[config.mk]
export PLATFORM = sky130hd
export DESIGN_NAME = substring_find_replace_stream_top_flat
export DESIGN_NICKNAME = d
export VERILOG_FILES = /design/src/rtl/core/sfr_pkg.sv /design/src/rtl/core/sfr_if.sv /design/src/rtl/core/sfr_cfg.sv /design/src/rtl/core/sfr_front.sv /design/src/rtl/core/sfr_queue.sv /design/src/rtl/core/sfr_back.sv /design/src/rtl/core/substring_find_replace_stream_top.sv /design/src/flat_wrapper.sv
export SDC_FILE = /design/constraint.sdc
export NUM_CORES = 2
export LEC_CHECK = 0
export ABC_AREA = 1
export ABC_CLOCK_PERIOD_IN_PS = 26500
export BUFFER_PORTS_ARGS = -buffer_cell sky130_fd_sc_hd__buf_2
export CAP_MARGIN = 20
export CORE_MARGIN = 4
export CORE_UTILIZATION = 30
export DETAILED_ROUTE_END_ITERATION = 8
export PLACE_DENSITY_LB_ADDON = 0.15
export SYNTH_ARGS = -nofsm -noshare
export SYNTH_HDL_FRONTEND = slang
export SYNTH_SLANG_ARGS = --single-unit
[constraint.sdc]
create_clock -name clk_i -period 26.5 [get_ports clk_i]
set_input_delay 0 -clock clk_i [delete_from_list [all_inputs] [get_ports clk_i]]
set_output_delay 0 -clock clk_i [all_outputs]
set_load 0.05 [all_outputs]
[src/rtl/core/sfr_pkg.sv]
// Shared types and constants of the streaming find-and-replace block.
// Depends on nothing; imported by all files but sfr_if.sv and sfr_checker.sv.
package sfr_pkg;

  localparam int unsigned NEEDLE_MAX_DEF = 16;
  localparam int unsigned REPL_MAX_DEF   = 16;
  localparam int unsigned LIST_MAX       = 16;
  localparam int unsigned LIST_IDX_W     = $clog2(LIST_MAX);
  localparam int unsigned LEN_W          = 5;
  localparam int unsigned TOTAL_W        = 16;
  localparam int unsigned REG_W          = 64;
  localparam int unsigned ADDR_W         = 6;
  localparam int unsigned QUEUE_DEPTH    = 2;

  typedef enum logic [2:0] {
    REG_NEEDLE_LO = 3'd0,
    REG_NEEDLE_HI = 3'd1,
    REG_NEEDLE_LEN = 3'd2,
    REG_REPL_LO = 3'd3,
    REG_REPL_HI = 3'd4,
    REG_REPL_LEN = 3'd5
  } reg_idx_e;

  typedef struct packed {
    logic [2*REG_W-1:0] needle;
    logic [LEN_W-1:0]   needle_len;
    logic [2*REG_W-1:0] repl;
    logic [LEN_W-1:0]   repl_len;
  } cfg_t;

  // One command: a list of bytes to send, the end mark and the match count.
  typedef struct packed {
    logic [LIST_MAX-1:0][7:0] data;
    logic [LEN_W-1:0]         count;
    logic                     last;
    logic [TOTAL_W-1:0]       total;
  } cmd_t;

endpackage

[src/rtl/core/sfr_if.sv]
// Valid/ready channel interfaces for the text input and the result output.
// Depends on nothing.
interface sfr_text_if;
  logic       valid;
  logic       ready;
  logic [7:0] text_byte;
  logic       text_last;

  modport source (output valid, output text_byte, output text_last, input ready);
  modport sink (input valid, input text_byte, input text_last, output ready);
endinterface

interface sfr_result_if;
  logic        valid;
  logic        ready;
  logic [7:0]  out_byte;
  logic        byte_present;
  logic        out_last;
  logic [15:0] match_total;

  modport source (output valid, output out_byte, output byte_present, output out_last,
                  output match_total, input ready);
  modport sink (input valid, input out_byte, input byte_present, input out_last,
                input match_total, output ready);
endinterface

[src/rtl/core/sfr_cfg.sv]
// APB-style register file holding the needle and the replacement.
// Depends on sfr_pkg.
module sfr_cfg (
  input  logic                        clk_i,
  input  logic                        rst_ni,
  input  logic                        psel_i,
  input  logic                        penable_i,
  input  logic                        pwrite_i,
  input  logic [sfr_pkg::ADDR_W-1:0]  paddr_i,
  input  logic [sfr_pkg::REG_W-1:0]   pwdata_i,
  output logic [sfr_pkg::REG_W-1:0]   prdata_o,
  output logic                        pready_o,
  output sfr_pkg::cfg_t               cfg_o
);
  import sfr_pkg::*;

  cfg_t     cfg_q, cfg_d;
  reg_idx_e idx;
  logic     wr_en;

  assign idx      = reg_idx_e'(paddr_i[ADDR_W-1:3]);
  assign wr_en    = psel_i && penable_i && pwrite_i;
  assign pready_o = 1'b1;
  assign cfg_o    = cfg_q;

  always_comb begin
    cfg_d = cfg_q;
    if (wr_en) begin
      case (idx)
        REG_NEEDLE_LO:  cfg_d.needle[REG_W-1:0]       = pwdata_i;
        REG_NEEDLE_HI:  cfg_d.needle[2*REG_W-1:REG_W] = pwdata_i;
        REG_NEEDLE_LEN: cfg_d.needle_len              = pwdata_i[LEN_W-1:0];
        REG_REPL_LO:    cfg_d.repl[REG_W-1:0]         = pwdata_i;
        REG_REPL_HI:    cfg_d.repl[2*REG_W-1:REG_W]   = pwdata_i;
        REG_REPL_LEN:   cfg_d.repl_len                = pwdata_i[LEN_W-1:0];
        default: ;
      endcase
    end
  end

  always_comb begin
    case (idx)
      REG_NEEDLE_LO:  prdata_o = cfg_q.needle[REG_W-1:0];
      REG_NEEDLE_HI:  prdata_o = cfg_q.needle[2*REG_W-1:REG_W];
      REG_NEEDLE_LEN: prdata_o = {{(REG_W-LEN_W){1'b0}}, cfg_q.needle_len};
      REG_REPL_LO:    prdata_o = cfg_q.repl[REG_W-1:0];
      REG_REPL_HI:    prdata_o = cfg_q.repl[2*REG_W-1:REG_W];
      REG_REPL_LEN:   prdata_o = {{(REG_W-LEN_W){1'b0}}, cfg_q.repl_len};
      default:        prdata_o = '0;
    endcase
  end

  always_ff @(posedge clk_i or negedge rst_ni) begin
    if (!rst_ni) begin
      cfg_q <= '{needle: '0, needle_len: LEN_W'(1), repl: '0, repl_len: '0};
    end else begin
      cfg_q <= cfg_d;
    end
  end

endmodule

[src/rtl/core/sfr_front.sv]
// Front end: accepts text bytes, keeps the match window, compares it with the needle
// and queues back-end commands for words with bytes or end mark. Depends on sfr_pkg.
module sfr_front #(
  parameter int unsigned NEEDLE_MAX      = sfr_pkg::NEEDLE_MAX_DEF,
  parameter int unsigned REPLACEMENT_MAX = sfr_pkg::REPL_MAX_DEF
) (
  input  logic          clk_i,
  input  logic          rst_ni,
  input  sfr_pkg::cfg_t cfg_i,
  sfr_text_if.sink      text_i,
  input  logic          queue_full_i,
  output logic          push_o,
  output sfr_pkg::cmd_t cmd_o
);
  import sfr_pkg::*;

  localparam int unsigned WinDepth = (NEEDLE_MAX < LIST_MAX) ? NEEDLE_MAX : LIST_MAX;
  localparam int unsigned ReplMax  = (REPLACEMENT_MAX < LIST_MAX) ? REPLACEMENT_MAX : LIST_MAX;
  localparam int unsigned FillW    = $clog2(WinDepth + 1);

  logic [WinDepth-1:0][7:0] win_q, win_d;
  logic [FillW-1:0]         fill_q, fill_d;
  logic [TOTAL_W-1:0]       total_q, total_d;

  logic [WinDepth-1:0][7:0] win_new;
  logic [FillW-1:0]         len, keep, drop, fill_new;
  logic [LEN_W-1:0]         rlen;
  logic                     full, hit, accept;

  assign text_i.ready = !queue_full_i;
  assign accept       = text_i.valid && !queue_full_i;

  // Effective lengths after clamping to the supported range.
  always_comb begin
    if (cfg_i.needle_len == '0) begin
      len = FillW'(1);
    end else if (cfg_i.needle_len > LEN_W'(WinDepth)) begin
      len = FillW'(WinDepth);
    end else begin
      len = FillW'(cfg_i.needle_len);
    end
    if (cfg_i.repl_len > LEN_W'(ReplMax)) begin
      rlen = LEN_W'(ReplMax);
    end else begin
      rlen = cfg_i.repl_len;
    end
  end

  // Keep at most len-1 of the newest bytes, then append the incoming one.
  always_comb begin
    if (fill_q >= len) begin
      keep = len - FillW'(1);
      drop = fill_q - keep;
    end else begin
      keep = fill_q;
      drop = '0;
    end
    fill_new = keep + FillW'(1);
    win_new  = '0;
    for (int i = 0; i < int'(WinDepth); i++) begin
      for (int j = 0; j < int'(WinDepth); j++) begin
        if (j == i + int'(drop)) begin
          win_new[i] = win_q[j];
        end
      end
      if (i == int'(keep)) begin
        win_new[i] = text_i.text_byte;
      end
    end
    full = (fill_new == len);
    hit  = full;
    for (int i = 0; i < int'(WinDepth); i++) begin
      if (i < int'(len) && win_new[i] != cfg_i.needle[8*i +: 8]) begin
        hit = 1'b0;
      end
    end
  end

  always_comb begin
    win_d   = win_q;
    fill_d  = fill_q;
    total_d = total_q;
    cmd_o   = '0;
    if (hit && total_q != '1) begin
      cmd_o.total = total_q + TOTAL_W'(1);
    end else begin
      cmd_o.total = total_q;
    end
    cmd_o.last = text_i.text_last;
    if (hit) begin
      cmd_o.data  = cfg_i.repl[8*LIST_MAX-1:0];
      cmd_o.count = rlen;
    end else begin
      for (int i = 0; i < int'(WinDepth); i++) begin
        cmd_o.data[i] = win_new[i];
      end
      if (text_i.text_last) begin
        cmd_o.count = LEN_W'(fill_new);
      end else if (full) begin
        cmd_o.count = LEN_W'(1);
      end else begin
        cmd_o.count = '0;
      end
    end
    if (accept) begin
      total_d = cmd_o.total;
      if (text_i.text_last || hit) begin
        fill_d = '0;
      end else if (full) begin
        // Oldest byte leaves the window.
        for (int i = 0; i < int'(WinDepth) - 1; i++) begin
          win_d[i] = win_new[i+1];
        end
        fill_d = len - FillW'(1);
      end else begin
        win_d  = win_new;
        fill_d = fill_new;
      end
    end
  end

  assign push_o = accept && (cmd_o.count != '0 || cmd_o.last);

  always_ff @(posedge clk_i or negedge rst_ni) begin
    if (!rst_ni) begin
      fill_q  <= '0;
      total_q <= '0;
    end else begin
      fill_q  <= fill_d;
      total_q <= total_d;
    end
  end

  always_ff @(posedge clk_i) begin
    win_q <= win_d;
  end

endmodule

[src/rtl/core/sfr_queue.sv]
// Short command queue between the front end and the back end.
// Depends on sfr_pkg.
module sfr_queue #(
  parameter int unsigned DEPTH = sfr_pkg::QUEUE_DEPTH
) (
  input  logic          clk_i,
  input  logic          rst_ni,
  input  logic          push_i,
  input  sfr_pkg::cmd_t cmd_i,
  output logic          full_o,
  output logic          head_valid_o,
  output sfr_pkg::cmd_t head_o,
  input  logic          pop_i
);
  import sfr_pkg::*;

  localparam int unsigned PtrW = (DEPTH > 1) ? $clog2(DEPTH) : 1;
  localparam int unsigned CntW = $clog2(DEPTH + 1);

  cmd_t [DEPTH-1:0] mem_q;
  logic [PtrW-1:0]  wr_q, wr_d, rd_q, rd_d;
  logic [CntW-1:0]  cnt_q, cnt_d;
  logic             do_push, do_pop;

  assign full_o       = (cnt_q == CntW'(DEPTH));
  assign head_valid_o = (cnt_q != '0);
  assign head_o       = mem_q[rd_q];
  assign do_push      = push_i && !full_o;
  assign do_pop       = pop_i && head_valid_o;

  always_comb begin
    wr_d  = wr_q;
    rd_d  = rd_q;
    cnt_d = cnt_q;
    if (do_push) begin
      wr_d = (wr_q == PtrW'(DEPTH - 1)) ? '0 : wr_q + PtrW'(1);
    end
    if (do_pop) begin
      rd_d = (rd_q == PtrW'(DEPTH - 1)) ? '0 : rd_q + PtrW'(1);
    end
    case ({do_push, do_pop})
      2'b10:   cnt_d = cnt_q + CntW'(1);
      2'b01:   cnt_d = cnt_q - CntW'(1);
      default: cnt_d = cnt_q;
    endcase
  end

  always_ff @(posedge clk_i or negedge rst_ni) begin
    if (!rst_ni) begin
      wr_q  <= '0;
      rd_q  <= '0;
      cnt_q <= '0;
    end else begin
      wr_q  <= wr_d;
      rd_q  <= rd_d;
      cnt_q <= cnt_d;
    end
  end

  always_ff @(posedge clk_i) begin
    if (do_push) begin
      mem_q[wr_q] <= cmd_i;
    end
  end

endmodule

[src/rtl/core/sfr_back.sv]
// Back end: walks the head command's byte list into the output register,
// one result word per cycle while not stalled. Depends on sfr_pkg.
module sfr_back (
  input  logic          clk_i,
  input  logic          rst_ni,
  input  logic          head_valid_i,
  input  sfr_pkg::cmd_t head_i,
  output logic          pop_o,
  sfr_result_if.source  result_o
);
  import sfr_pkg::*;

  logic [LIST_IDX_W-1:0] idx_q, idx_d;
  logic                  valid_q, valid_d;
  logic [7:0]            byte_q;
  logic                  present_q, last_q;
  logic [TOTAL_W-1:0]    total_q;
  logic                  load, final_byte;

  assign load       = head_valid_i && (!valid_q || result_o.ready);
  assign final_byte = (head_i.count == '0) ||
                      ({1'b0, idx_q} + LEN_W'(1) == head_i.count);
  assign pop_o      = load && final_byte;

  always_comb begin
    idx_d   = idx_q;
    valid_d = valid_q;
    if (result_o.ready) begin
      valid_d = 1'b0;
    end
    if (load) begin
      valid_d = 1'b1;
      idx_d   = final_byte ? '0 : idx_q + LIST_IDX_W'(1);
    end
  end

  always_ff @(posedge clk_i or negedge rst_ni) begin
    if (!rst_ni) begin
      idx_q   <= '0;
      valid_q <= 1'b0;
    end else begin
      idx_q   <= idx_d;
      valid_q <= valid_d;
    end
  end

  always_ff @(posedge clk_i) begin
    if (load) begin
      present_q <= (head_i.count != '0);
      byte_q    <= (head_i.count != '0) ? head_i.data[idx_q] : 8'd0;
      last_q    <= head_i.last && final_byte;
      total_q   <= head_i.total;
    end
  end

  assign result_o.valid        = valid_q;
  assign result_o.out_byte     = byte_q;
  assign result_o.byte_present = present_q;
  assign result_o.out_last     = last_q;
  assign result_o.match_total  = total_q;

endmodule

[src/rtl/core/substring_find_replace_stream_top.sv]
// Streaming find-and-replace-all over a text byte stream.
// Text words enter on text_i (text_byte, text_last) and result words leave on
// result_o (out_byte, byte_present, out_last, match_total); both are
// valid/ready channels. The needle, the replacement and their lengths are
// written over the APB-style port, 64-bit registers at byte address 8*i, by the
// user only while the block is idle; the block itself does not enforce this.
// The front end accepts one text word per cycle while the queue is not full, compares
// the window of the newest bytes with the needle and hands at most one command to a
// two-entry queue. The back end sends one result word per cycle while the receiver
// takes them, so a word's first result is offered once it has passed through the queue
// and into the output register. Sustained rate is one text word per cycle while each
// word yields at most one result and results are taken; a match or the end of text yields
// up to sixteen result words, sent one per cycle, and input stalls once the queue is full.
// A final word with nothing left to send yields one end-only word with
// byte_present low. When the receiver stalls, the output word holds, then the
// queue fills and text_i.ready drops.
// Reset clears the window fill, the match count, the queue and the output
// valid, and loads the register reset values; no clearing pass is needed.
module substring_find_replace_stream_top #(
  parameter int unsigned NEEDLE_MAX      = sfr_pkg::NEEDLE_MAX_DEF,
  parameter int unsigned REPLACEMENT_MAX = sfr_pkg::REPL_MAX_DEF
) (
  input  logic                       clk_i,
  input  logic                       rst_ni,
  sfr_text_if.sink                   text_i,
  sfr_result_if.source               result_o,
  input  logic                       psel,
  input  logic                       penable,
  input  logic                       pwrite,
  input  logic [sfr_pkg::ADDR_W-1:0] paddr,
  input  logic [sfr_pkg::REG_W-1:0]  pwdata,
  output logic [sfr_pkg::REG_W-1:0]  prdata,
  output logic                       pready
);
  import sfr_pkg::*;

  cfg_t cfg;
  cmd_t cmd, head;
  logic push, full, head_valid, pop;

  // Register file.
  sfr_cfg u_cfg (
    .clk_i     (clk_i),
    .rst_ni    (rst_ni),
    .psel_i    (psel),
    .penable_i (penable),
    .pwrite_i  (pwrite),
    .paddr_i   (paddr),
    .pwdata_i  (pwdata),
    .prdata_o  (prdata),
    .pready_o  (pready),
    .cfg_o     (cfg)
  );

  // Window, compare and command build.
  sfr_front #(
    .NEEDLE_MAX      (NEEDLE_MAX),
    .REPLACEMENT_MAX (REPLACEMENT_MAX)
  ) u_front (
    .clk_i        (clk_i),
    .rst_ni       (rst_ni),
    .cfg_i        (cfg),
    .text_i       (text_i),
    .queue_full_i (full),
    .push_o       (push),
    .cmd_o        (cmd)
  );

  // The queue decouples the two halves so that each may stall on its own.
  sfr_queue #(
    .DEPTH (QUEUE_DEPTH)
  ) u_queue (
    .clk_i        (clk_i),
    .rst_ni       (rst_ni),
    .push_i       (push),
    .cmd_i        (cmd),
    .full_o       (full),
    .head_valid_o (head_valid),
    .head_o       (head),
    .pop_i        (pop)
  );

  // Result emission.
  sfr_back u_back (
    .clk_i        (clk_i),
    .rst_ni       (rst_ni),
    .head_valid_i (head_valid),
    .head_i       (head),
    .pop_o        (pop),
    .result_o     (result_o)
  );

endmodule

[src/flat_wrapper.sv]
// flat-port wrapper written by rule: the top's interface ports become plain ports
module substring_find_replace_stream_top_flat import sfr_pkg::*;
#(
  parameter int unsigned NEEDLE_MAX      = sfr_pkg::NEEDLE_MAX_DEF,
  parameter int unsigned REPLACEMENT_MAX = sfr_pkg::REPL_MAX_DEF
)
  (clk_i, rst_ni, psel, penable, pwrite, paddr, pwdata, prdata, pready, text_i_valid, text_i_text_byte, text_i_text_last, text_i_ready, result_o_valid, result_o_out_byte, result_o_byte_present, result_o_out_last, result_o_match_total, result_o_ready);
  sfr_text_if text_i_i ();
  sfr_result_if result_o_i ();
  input  logic clk_i;
  input  logic rst_ni;
  input  logic psel;
  input  logic penable;
  input  logic pwrite;
  input  logic [sfr_pkg::ADDR_W-1:0] paddr;
  input  logic [sfr_pkg::REG_W-1:0] pwdata;
  output logic [sfr_pkg::REG_W-1:0] prdata;
  output logic pready;
  input wire logic [$bits(text_i_i.valid)-1:0] text_i_valid;
  input wire logic [$bits(text_i_i.text_byte)-1:0] text_i_text_byte;
  input wire logic [$bits(text_i_i.text_last)-1:0] text_i_text_last;
  output wire logic [$bits(text_i_i.ready)-1:0] text_i_ready;
  output wire logic [$bits(result_o_i.valid)-1:0] result_o_valid;
  output wire logic [$bits(result_o_i.out_byte)-1:0] result_o_out_byte;
  output wire logic [$bits(result_o_i.byte_present)-1:0] result_o_byte_present;
  output wire logic [$bits(result_o_i.out_last)-1:0] result_o_out_last;
  output wire logic [$bits(result_o_i.match_total)-1:0] result_o_match_total;
  input wire logic [$bits(result_o_i.ready)-1:0] result_o_ready;
  assign text_i_i.valid = text_i_valid;
  assign text_i_i.text_byte = text_i_text_byte;
  assign text_i_i.text_last = text_i_text_last;
  assign text_i_ready = text_i_i.ready;
  assign result_o_valid = result_o_i.valid;
  assign result_o_out_byte = result_o_i.out_byte;
  assign result_o_byte_present = result_o_i.byte_present;
  assign result_o_out_last = result_o_i.out_last;
  assign result_o_match_total = result_o_i.match_total;
  assign result_o_i.ready = result_o_ready;
  substring_find_replace_stream_top #(.NEEDLE_MAX(NEEDLE_MAX), .REPLACEMENT_MAX(REPLACEMENT_MAX)) u_core (.clk_i(clk_i), .rst_ni(rst_ni), .text_i(text_i_i), .result_o(result_o_i), .psel(psel), .penable(penable), .pwrite(pwrite), .paddr(paddr), .pwdata(pwdata), .prdata(prdata), .pready(pready));
endmodule
==> flow_summary.ini <==
[floorplanning]
initial_core_util = 0.303
placement_rows = 152
chipHeight_um = 425
die_footprint_sq_um = 181000
num_io_pins = 179
floorplan.die.width_um = 425
core_area_sq_um = 172000

[synthesis]
synth-warning-count = 0
synth_sequential_area_ratio = 0.403
ys_seq_elements = 750
synth-xor-area-share = 0.00674
synth_top_family_by_area = simple AND/OR/NAND/NOR gates
postSynth.topFlopCell = sky130_fd_sc_hd__edfxtp_1
post_synth_and_or_nand_nor_area_fraction = 0.321
synth_compound_area_frac = 0.153
post_synth_mux_area_share = 0.00998
async_reset_ff_frac = 0.395
synthDistinctLibCells = 70
synth_cells = 7530
synth_edf_count = 454
mappedNetlistArea_sq_um = 52200
syn_nets = 7642
adder_cell_share_of_the_synthesized_area = 0.00638
syn-mean-instance-area_sq_um = 6.93

[status]
status = complete, no violations

[run]
max-cap-violations = 0

[worst_setup_path]
worstSetupEndpointType = flop
timing.critical_path.slowest_cell_delay_ns = 0.82
destination_of_the_worst_register_to_register_timing_path = u_core.u_queue.mem_q[273]
worstRegToRegCells = 34
timing_worst_setup_path_type = flop to flop
timing.critical_path.arrival_ns = 11.63
max_stage_delay_cell_worst_path = sky130_fd_sc_hd__ha_1
cpMostUsedCell = sky130_fd_sc_hd__nand2_1
setup.worst_path.start = u_core.u_cfg.cfg_o[137]
setup.worst_path.start_class = flop
crit-reg2reg-launch = u_core.u_cfg.cfg_o[137]
max_fanout_on_critical_path = 127
cp-endpoint = u_core.u_queue.mem_q[273]
worst-r2r-setup-slack_ns = 15.23
crit_required_ns = 26.86

[detailed_routing]
detail_route.first_pass.iterations = 6
wl_per_cell_um = 31.0
dr_total_vias = 57285
drt-total-wl_mm = 311
dr.first_iter.drc_count = 8490
drt_drc_violations_left = 0
via_density = 5.70
ant_nets = 0

[clock_tree]
tritoncts_num_sinks = 750
cts.path.max_buffers = 3
clk_latency_worst_skew_pair_ns = 0.74
h_tree_depth = 3
cts_tree = yes
cts_setup_buffers = 0
clock_tree.root_cell = sky130_fd_sc_hd__clkbuf_16
clk_transition_reported_paths_ns = 0.06
cts_made_buffers = 87

[cells_and_area]
final_nets = 7762
layout-area-overhead-vs-synth_pct = 14.5
drive_above_1_share = 0.0888

[worst_hold_path]
min-delay-start = pwdata[30]
min_path_type = primary input to flop

[sta]
timing.setup.tns_ns = 0
post-route-period-util = 0.425
grt_setup_unrepaired = no
drv_slew = 0
clock-skew-final_ns = 0.0666
slew-limit-headroom = 0.216
fmax_mhz = 88.8
hold_viol_final = 0
worst_slew_pin_slew_ns = 1.17
setup-violations-final = 0
timing.hold.ws_ns = 0.0568
final_period_minus_worst_setup_slack_ns = 11.27

[placed_design]
hpwlAfterDp_mm = 240
portBuffers = 174
gp_routability_congestion = 1.06

[global_route]
antenna_violations_before_repair = 23
grt-ovfl-total = 0
groute.usage.overall = 0.332
global_route_wire_length_before_repair_mm = 421
first_global_vias = 52130
pin_count_of_the_biggest_net_entering_global_routing = 149
-- Yosys cell counts, types with 28 or more instances --
library cell	instances	area, sq um
sky130_fd_sc_hd__nand2_1	2583	9700
sky130_fd_sc_hd__inv_1	849	3190
sky130_fd_sc_hd__o21ai_0	749	3750
sky130_fd_sc_hd__nor2_1	498	1870
sky130_fd_sc_hd__nand3_1	493	2470
sky130_fd_sc_hd__edfxtp_1	454	13600
sky130_fd_sc_hd__dfrtp_1	295	7380
sky130_fd_sc_hd__clkbuf_1	250	938
sky130_fd_sc_hd__a21oi_1	217	1090
sky130_fd_sc_hd__nand4_1	145	907
sky130_fd_sc_hd__o21ai_1	141	706
sky130_fd_sc_hd__buf_2	73	365
sky130_fd_sc_hd__o22ai_1	71	444
sky130_fd_sc_hd__o221ai_1	61	534
sky130_fd_sc_hd__mux2i_1	52	521
sky130_fd_sc_hd__inv_2	48	180
sky130_fd_sc_hd__nand3b_1	40	300
sky130_fd_sc_hd__a221o_1	38	380
sky130_fd_sc_hd__o211ai_1	36	270
sky130_fd_sc_hd__buf_1	34	128
sky130_fd_sc_hd__nor2_2	32	200
sky130_fd_sc_hd__nor3_1	32	160
sky130_fd_sc_hd__o2111ai_1	30	263
sky130_fd_sc_hd__nand2_2	28	175
-- state kept, by name, summed over array words and instances, names as in the netlist, 2 cells and up --
register,flops
u_core.u_back.result_o.match_total,16
u_core.u_queue.cnt_q,2
u_core.u_front.win_q,128
u_core.u_front.total_q,16
u_core.u_back.idx_q,4
u_core.u_queue.mem_q,300
u_core.u_cfg.cfg_o,266
u_core.u_back.result_o.out_byte,8
u_core.u_front.fill_q,5
-- worst min-delay path by stage --
stage | endpoint | slack, ns | cells past startpoint
CTS | u_core.u_cfg.cfg_o[164] | 0.0004 | 4
finish | u_core.u_cfg.cfg_o[99] | 0.06 | 4
detailed placement | u_core.u_cfg.cfg_o[247] | 0.06 | 1
global placement | u_core.u_cfg.cfg_o[247] | 0.06 | 1
floorplan | u_core.u_back.idx_q[0] | -0.30 | 0
global route | u_core.u_cfg.cfg_o[164] | 0.05 | 4
-- critical path: cells and delay by family (launching register included) --
family / cells / cell delay (ns)
AO/OA/AOI/OAI: 5 / 1.59
XOR/XNOR: 1 / 0.14
adder cells (fa/ha/maj): 1 / 0.82
buffers and inverters: 8 / 2.08
flip-flops: 1 / 0.62
AND/OR/NAND/NOR: 19 / 5.32
-- metrics by stage --
step,instances,instance area [sq um],utilization,worst slack [ns]
6_report,10043,59700,0.347,15.23
5_1_grt,10034,59700,0.346,14.64
4_1_cts,10032,59700,0.346,15.54
3_5_place_dp,9779,55500,0.322,15.55
3_3_place_gp,9779,55500,0.322,15.53
2_1_floorplan,7530,52200,-,14.18
-- cell type report --
cell class / instances / area, sq um
clock buffers: 106 / 2310
diodes: 9 / 22.5
well taps: 2310 / 2890
multi-input cells: 5467 / 26000
inverters: 925 / 3490
clock inverters: 57 / 885
fillers: 18740 / 113000
flip-flops and latches: 750 / 21000
repair buffers: 419 / 3030
-- cell usage in the layout (no fill, tap or decap), types with 13 or more instances in the layout --
cell type and count:
sky130_fd_sc_hd__a21oi_1 217, sky130_fd_sc_hd__a221o_1 38, sky130_fd_sc_hd__a31oi_1 23, sky130_fd_sc_hd__buf_2 173, sky130_fd_sc_hd__buf_4 149, sky130_fd_sc_hd__bufinv_16 17, sky130_fd_sc_hd__clkbuf_1 13, sky130_fd_sc_hd__clkbuf_16 88
sky130_fd_sc_hd__clkinv_1 36, sky130_fd_sc_hd__clkinv_2 16, sky130_fd_sc_hd__dfrtp_1 293, sky130_fd_sc_hd__dlygate4sd3_1 89, sky130_fd_sc_hd__edfxtp_1 454, sky130_fd_sc_hd__ha_1 25, sky130_fd_sc_hd__inv_1 845, sky130_fd_sc_hd__inv_2 48
sky130_fd_sc_hd__mux2i_1 52, sky130_fd_sc_hd__nand2_1 2580, sky130_fd_sc_hd__nand2_2 29, sky130_fd_sc_hd__nand3_1 492, sky130_fd_sc_hd__nand3b_1 40, sky130_fd_sc_hd__nand4_1 145, sky130_fd_sc_hd__nor2_1 495, sky130_fd_sc_hd__nor2_2 32
sky130_fd_sc_hd__nor2_4 15, sky130_fd_sc_hd__nor3_1 29, sky130_fd_sc_hd__nor3_2 19, sky130_fd_sc_hd__o2111ai_1 30, sky130_fd_sc_hd__o211ai_1 36, sky130_fd_sc_hd__o21ai_0 748, sky130_fd_sc_hd__o21ai_1 142, sky130_fd_sc_hd__o221ai_1 61
sky130_fd_sc_hd__o22ai_1 70, sky130_fd_sc_hd__xor2_1 26
-- per-layer routing --
layer,GRT usage,up-vias,share of wire
li1,-,25099,-
met1,0.450,27945,0.41
met4,0.167,14,0.061
met2,0.496,3551,0.42
met3,0.0732,676,0.11
met5,0,-,0.00028
-- what timing repair did --
item,in CTS,in global routing
hold buffers,90,0
resized for setup,0,0
endpoints found under the hold margin,375,0
endpoints found under the setup margin,0,0
-- logic make-up after synthesis --
| family | Yosys count |
|---|---|
| compound gates | 1411 |
| xor+xnor | 38 |
| fa+ha+maj | 26 |
| buf+inv | 1313 |
| flops | 750 |
| mux | 52 |
| other cells | 1 |
| simple gates | 3939 |
Power is left out: the tool's default activity adds up to more than one toggle a clock period on the data nets, which glitch-free logic cannot reach.
